$ cat src/hdl/two_link_inverse_kinematics_core_defines.svh
// Assertion macros for the two-link inverse kinematics core
`ifndef TWO_LINK_INVERSE_KINEMATICS_CORE_DEFINES_SVH
`define TWO_LINK_INVERSE_KINEMATICS_CORE_DEFINES_SVH

// same-cycle implication, sampled on clk, off during reset
`define TLIK_ASSERT_NOW(label, ante, cons, msg) \
	label: assert property (@(posedge clk) disable iff (!arst_n) (ante) |-> (cons)) \
		else $error(msg);

// next-cycle implication
`define TLIK_ASSERT_NEXT(label, ante, cons, msg) \
	label: assert property (@(posedge clk) disable iff (!arst_n) (ante) |=> (cons)) \
		else $error(msg);

`endif

$ cat src/hdl/tlik_pkg.sv
// Types, constants and arctangent table for the inverse kinematics core
`timescale 1ns / 1ps
package tlik_pkg;
	localparam int XW   = 16;
	localparam int LW   = 14;
	localparam int NW   = 34;
	localparam int DW   = 29;
	localparam int SQW  = 58;
	localparam int RW   = 59;
	localparam int VW   = 64;
	localparam int CXW  = 34;
	localparam int ZW   = 26;
	localparam int PW   = 48;
	localparam int SQRT_STEPS = 29;
	localparam int SQRT_TOP   = 56;
	localparam int NORM_STEPS = 6;

	localparam logic REG_UPPER = 1'b0;
	localparam logic REG_LOWER = 1'b1;

	localparam logic [LW-1:0] UPPER_RST = 14'd4800;
	localparam logic [LW-1:0] LOWER_RST = 14'd3200;

	localparam logic signed [ZW-1:0] Z180 = 26'sd11796480;

	typedef struct packed {
		logic                    valid;
		logic                    unr;
		logic signed [XW-1:0]    x;
		logic signed [XW-1:0]    y;
		logic signed [NW-1:0]    num;
		logic [DW-1:0]           den;
		logic [LW-1:0]           l1;
		logic [LW-1:0]           l2;
	} side_t;

	typedef struct packed {
		logic valid;
		logic unr;
	} tag_t;

	typedef struct packed {
		logic nx;
		logic ny;
		logic zero;
	} quad_t;

	typedef struct packed {
		logic signed [CXW-1:0] cx;
		logic signed [CXW-1:0] cy;
		logic signed [ZW-1:0]  z;
		quad_t                 q;
	} cst_t;

	// atan(2^-i) in 1/65536 degree
	function automatic logic signed [ZW-1:0] atan_entry(input int unsigned i);
		logic signed [ZW-1:0] e;
		case (i)
			0:  e = 26'sd2949120;
			1:  e = 26'sd1740967;
			2:  e = 26'sd919879;
			3:  e = 26'sd466945;
			4:  e = 26'sd234379;
			5:  e = 26'sd117304;
			6:  e = 26'sd58666;
			7:  e = 26'sd29335;
			8:  e = 26'sd14668;
			9:  e = 26'sd7334;
			10: e = 26'sd3667;
			11: e = 26'sd1833;
			12: e = 26'sd917;
			13: e = 26'sd458;
			14: e = 26'sd229;
			15: e = 26'sd115;
			16: e = 26'sd57;
			17: e = 26'sd29;
			18: e = 26'sd14;
			19: e = 26'sd7;
			20: e = 26'sd4;
			21: e = 26'sd2;
			22: e = 26'sd1;
			default: e = '0;
		endcase
		return e;
	endfunction
endpackage

$ cat src/hdl/tlik_sqrt_cell.sv
// One digit step of the pipelined integer square root
`timescale 1ns / 1ps
module tlik_sqrt_cell #(
	parameter int BIT_POS = 0
) (
	input  logic                     clk,
	input  logic                     arst_n,
	input  logic                     en,
	input  tlik_pkg::side_t          side_in,
	input  logic [tlik_pkg::SQW-1:0] v_in,
	input  logic [tlik_pkg::RW-1:0]  r_in,
	output tlik_pkg::side_t          side_q,
	output logic [tlik_pkg::SQW-1:0] v_q,
	output logic [tlik_pkg::RW-1:0]  r_q
);
	import tlik_pkg::*;

	localparam logic [RW-1:0] BIT = {{(RW-1){1'b0}}, 1'b1} << BIT_POS;

	logic [RW-1:0]  trial;
	logic           ge;
	logic [SQW-1:0] v_nx;
	logic [RW-1:0]  r_nx;

	always_comb begin
		trial = r_in + BIT;
		ge    = {1'b0, v_in} >= trial;
		v_nx  = ge ? v_in - trial[SQW-1:0] : v_in;
		r_nx  = ge ? (r_in >> 1) + BIT : r_in >> 1;
	end

	always_ff @(posedge clk or negedge arst_n) begin
		if (!arst_n) begin
			side_q <= '0;
		end else if (en) begin
			side_q <= side_in;
		end
	end

	always_ff @(posedge clk) begin
		if (en) begin
			v_q <= v_nx;
			r_q <= r_nx;
		end
	end
endmodule

$ cat config.mk
export PLATFORM = sky130hd
export DESIGN_NAME = tlik_sqrt_cell
export DESIGN_NICKNAME = d
export VERILOG_FILES = /design/src/hdl/two_link_inverse_kinematics_core_defines.svh /design/src/hdl/tlik_pkg.sv /design/src/hdl/tlik_sqrt_cell.sv
export SDC_FILE = /design/constraint.sdc
export NUM_CORES = 1
export LEC_CHECK = 0
export BUFFER_PORTS_ARGS = -buffer_cell sky130_fd_sc_hd__buf_4
export CAP_MARGIN = 20
export CORE_AREA = 3 3 191 193
export CTS_CLUSTER_SIZE = 30
export DETAILED_ROUTE_END_ITERATION = 6
export DIE_AREA = 0 0 194 196
export PLACE_DENSITY_LB_ADDON = 0.25
export SYNTH_ARGS = -nofsm -noshare
export SYNTH_HDL_FRONTEND = slang
export SYNTH_SLANG_ARGS = --single-unit
export TNS_END_PERCENT = 100
$ cat constraint.sdc
create_clock -name clk -period 0.9 [get_ports clk]
set_clock_uncertainty 0.2 [all_clocks]
set_input_delay 0.09 -clock clk [delete_from_list [all_inputs] [get_ports clk]]
set_output_delay 0.09 -clock clk [all_outputs]
set_load 0.02 [all_outputs]
# [Word level (Yosys, flattened, before mapping)]
# Index checks and enable logic that the tools add are counted.
[totals] reg_bits=242 output_inout_bits=242 elab_cells=17
[op_classes] n_mux=2 n_addsub=3 magnitude_cmp=1
[ops] operator="$mux 58" count=2
[ops] operator="$add 58x1->59 const B" count=1
[ops] operator="$add 59x1->59 const B" count=1
[ops] operator="$ge 58x59->1" count=1
[ops] operator="$sub 58x58->58" count=1

# [Logic depth before layout (Yosys ltp)]
[logic_depth] depth_word=3 ltp_mapped=23 depth_no_buf=20

# [Worst setup path after synthesis]
# OpenSTA, ideal clock, no wires.
[synth_path] kind="input port to flip-flop" start="input r_in[12] (netlist name)" end="register r_q[41] (netlist name), data pin" stages=19 t_arrival_ns=3.951 path_slack_ns=-3.517 cell_sequence="and2_1 > nand3_1 > nor3_1 > nand2_1 > or4_1 > nor2_1 > xnor2_1 > ha_1 > clkbuf_1 > a21oi_1 > and3_1 > a31oi_1 > o41a_1 > a21o_4 > a21oi_4 > buf_6 > buf_6 > nor3_1 > xor2_1"
[synth_between] elab_chain_len=3 elab_cells_between_ends=4 cone_classes="2 x add/sub; 1 x order compare; 1 x mux"
[synth_rtl] element="start: declaration" line_no="tlik_sqrt_cell.sv:11" text="input logic [tlik_pkg::RW-1:0] r_in,"
[synth_rtl] element="$add 59x1->59" line_no="tlik_sqrt_cell.sv:26" text="trial = r_in + BIT;"
[synth_rtl] element="$ge 58x59->1" line_no="tlik_sqrt_cell.sv:27" text="ge = {1'b0, v_in} >= trial;"
[synth_rtl] element="$mux 58 *" line_no="tlik_sqrt_cell.sv:29" text="r_nx = ge ? (r_in >> 1) + BIT : r_in >> 1;"
[synth_rtl] element="via r_nx[41]" line_no="tlik_sqrt_cell.sv:23" text="logic [RW-1:0] r_nx;"
[synth_rtl] element="end signal: assignment" line_no="tlik_sqrt_cell.sv:43" text="r_q <= r_nx;"
[synth_rtl] element="end: declaration" line_no="tlik_sqrt_cell.sv:14" text="output logic [tlik_pkg::RW-1:0] r_q"
# Mark *: on every way through the listed nets, which the timed path passes. The rest lies on a longest branch.
# A chain may end at the register's enable or synchronous reset.

# [Worst setup path after layout]
[layout_path] start="input r_in[1] (netlist name)" end="register r_q[53] (netlist name), data pin"
# Same word-level chain as after synthesis.

==> results.md <==
- Final Total Pwr: ~42,000 uW
- Die area: ~0.038 sq mm
- IO Port Bufs: 486
- Root buffer cell: clkbuf_16
- Total wire length: around 79,000 um
- Drt wl/cell: about 26 um
- Drt pass-1 iters: 7
- WHS Path Cells: 1
- Dpl cells: ~2,700
- Core area: approximately 0.035 sq mm
- IO Count: between 400 and 500
- CTS tree: yes
- Fmax: between 0.2 and 0.3 GHz
- Clock buffer depth: 3
- Max_cap viols: 0
- Vias after detailed routing: between 15,000 and 20,000
- Clk sink count: 242
- Net Count, Synth: between 1,500 and 2,000
- Critical R2R Capture: side_q[106]
- Vias in the first global route: between 15,000 and 20,000
- Largest net degree at the start of global routing: 47
- Remaining DRCs: 1
- Final hold violations: ~150
- Mapped Cells: approximately 1,400
- Area Overhead vs Synth: 96.24%
- Crit Path Max Fanout: 4
- Critical Path Sink Type: flop
- R2R depth: 2
- Most frequent cells in the layout: buf_4 (673), buf_6 (298), dlygate4sd3_1 (188), edfxtp_1 (117), nand2_1 (114)
- Failing checks: design-rule violations, negative hold slack, negative setup slack
- Startpoint type of the worst setup path: primary input
- Min-Delay Path Class: primary input to flop
- Tcrit/Tclk final: 444.0%
- Critical path class: primary input to flop
- Ys flop type: dfrtp_1
- Crit path DAT: ~4.1 ns
- Final ANT Viol Nets: 0
- RSZ-0062 raised after global routing: yes
- CTS H-Tree Depth: 1
- Peak VDD IR: between 1.5 and 2 mV
- Worst-Skew Late Latency: about 0.56 ns
- Post-synth EDFFs: roughly 120
- Crit path launch: r_in[1]
- Actual slew at the worst max-slew pin: a little under 0.6 ns
- R2R Setup Slk: -0.26 ns
- Slew HR: roughly 61%
- CP required: approximately 1.0 ns
- Fraction of registers with async set/reset: 51.65%
- Initial DRC Count: 1,238
- Most common cell after layout, fill and taps aside: buf_4
- Max incr delay on CP: between 0.3 and 0.4 ns
- Placement row count: between 60 and 70
- Global-route usage over all layers: between 30% and 40%
- Final non-filler cell total: ~3,000
- Setup TNS: -486.89 ns
- Leakage: approximately 0.013 uW
- Cells along the critical path: buf_8, ha_4, and4_4, and3_4, and3_4, and3_4, buf_6, nand4_1, nor2_2, buf_4, nand4_1, xor2_1, ha_1, nand3_2, nor2_4, nand4_1, o221ai_2, a31o_4, a21oi_4, buf_6, clkbuf_16, nor3_4, xor2_1
- Post-route minimum period: approximately 4 ns
- Unique masters post-synth: between 60 and 70
- Ys Warns: 0
- GRT overflow: 0
- Post-layout util: between 80% and 90%
- Initial antenna violation count: 2
- Routed vias/inst: 5.617
- Pins Over Slew Limit: 0
- Global-route wire length before repair: roughly 100,000 um
- Synth Cell Area: roughly 0.014 sq mm
- Synth Register Bits: 242
- Pwr per Cell Area: 1471 mW/mm^2
- Reg2reg start: side_q[106]
- Min setup slack post-route: -3.096 ns
- Outcome: complete, but fails checks
- Die width: approximately 190 um
- Setup-failing EPs final: between 400 and 500
- Sequential-to-total area share from yosys stat: between 40 and 50%
- Initial core utilization: 41.68%
- Critical path's slowest cell: ha_1
- Die height: about 200 um
- GPL Wtd Cong: just under 1
- Clock slew at reported path FFs: approximately 0.060 ns
- Net count, final: roughly 2,900
- CTS Buf Count: 27
- HPWL Detailed: about 48,000 um
- Hold Slack: -0.3743 ns
- Ratio of cells with drive above 1 in the final layout: between 50% and 60%
- Avg Synthesized Cell Area: 10.44 sq um
- Critical Path End: r_q[53]
stage by stage:
step           setup WS, ns  instance area [sq um]
6_report             -3.096                  28400
5_1_grt              -3.170                  28400
4_1_cts              -2.882                  26650
3_5_place_dp         -3.891                  22090
3_3_place_gp         -3.890                  22090
2_1_floorplan        -3.203                  15030
worst min path at each step:
stage                       from         end  slack [ns]
after floorplan           arst_n   side_q[0]       -0.41
after global placement    arst_n  side_q[68]       -0.21
after detailed placement  arst_n  side_q[68]       -0.21
after CTS                     en     r_q[52]       -0.40
after global routing          en     r_q[52]       -0.40
final                         en     r_q[52]       -0.37
cell families after synthesis:
family                   Yosys count  synth area share (%)
multiplexers                     127                 9.883
XOR/XNOR                         164                 9.926
buffers and inverters             93                 2.948
adder cells (fa/ha/maj)           61                 5.326
flip-flops                       242                 45.90
AND/OR/NAND/NOR                  436                 14.67
AO/OA/AOI/OAI                    263                 11.34
cell type report:
type / instances / area (sq um)
inverters: 25 / 93.84
repair buffers: 1204 / 11220
diodes: 2 / 5.005
well taps: 455 / 569.3
multi-input cells: 1051 / 8817
clock buffers: 43 / 915.9
flip-flops and latches: 242 / 6735
clock inverters: 6 / 43.79
fillers: 1809 / 6317
critical path, delay by kind of cell:
| family | cells | cell delay [ns] |
|---|---|---|
| buf+inv | 5 | 0.64 |
| simple gates | 11 | 1.84 |
| xor+xnor | 2 | 0.55 |
| fa+ha+maj | 2 | 0.48 |
| compound gates | 3 | 0.51 |
what timing repair did:
item,4_1_cts,5_1_grt
hold endpoints to repair,398,198
setup endpoints to repair,484,484
gates resized for setup,340,340
pin swaps,84,83
hold buffers,187,1
cloned,9,6
setup buffers,36,48
cells in the mapped netlist (3+ instances only):
cell type,number,area share (%)
o21bai_1,10,0.52
nand4_1,45,1.9
a21oi_1,63,2.2
nor2_1,72,1.9
buf_6,4,0.31
xor2_1,85,5.1
nand2_1,160,4.2
o221ai_1,3,0.18
o22ai_1,3,0.13
o211ai_1,6,0.31
o21a_1,8,0.42
a21o_1,24,1.2
nor4_2,3,0.26
and3_1,24,1.0
edfxtp_1,117,24
dfrtp_1,125,22
a31oi_1,9,0.39
buf_4,8,0.42
o21ai_0,88,3.0
and2_1,18,0.78
clkbuf_1,42,1.1
o21ai_1,7,0.24
mux2_2,126,9.8
a31o_2,3,0.18
and4_1,9,0.54
or2_2,5,0.22
buf_2,13,0.45
a211oi_1,7,0.36
xnor2_1,79,4.8
nor4_1,13,0.56
nand2b_1,4,0.17
or3_1,4,0.17
nor2b_1,7,0.30
inv_1,25,0.65
nand3_1,48,1.7
nor3_1,17,0.59
ha_1,60,5.2
o31ai_1,3,0.16
a41o_1,3,0.21
flip-flops by register name, summed over array words and instances, names as in the netlist:
name	cells
r_q	59
side_q	125
v_q	58
report_power, final:
part / switching [uW] / internal, uW
logic: 7710 / 8110
registers: 891 / 12900
clock network: 5110 / 7010
total: 13700 / 28100
per-layer routing:
layer	vias up	global-route usage [%]	wire (um)
li1	7371	-	-
met1	8305	41.36	27980
met2	1010	62.28	38770
met3	321	5.461	5818
met4	0	22.93	6767
met5	-	0	0
Note: power is estimated with default switching activity, not from simulation.
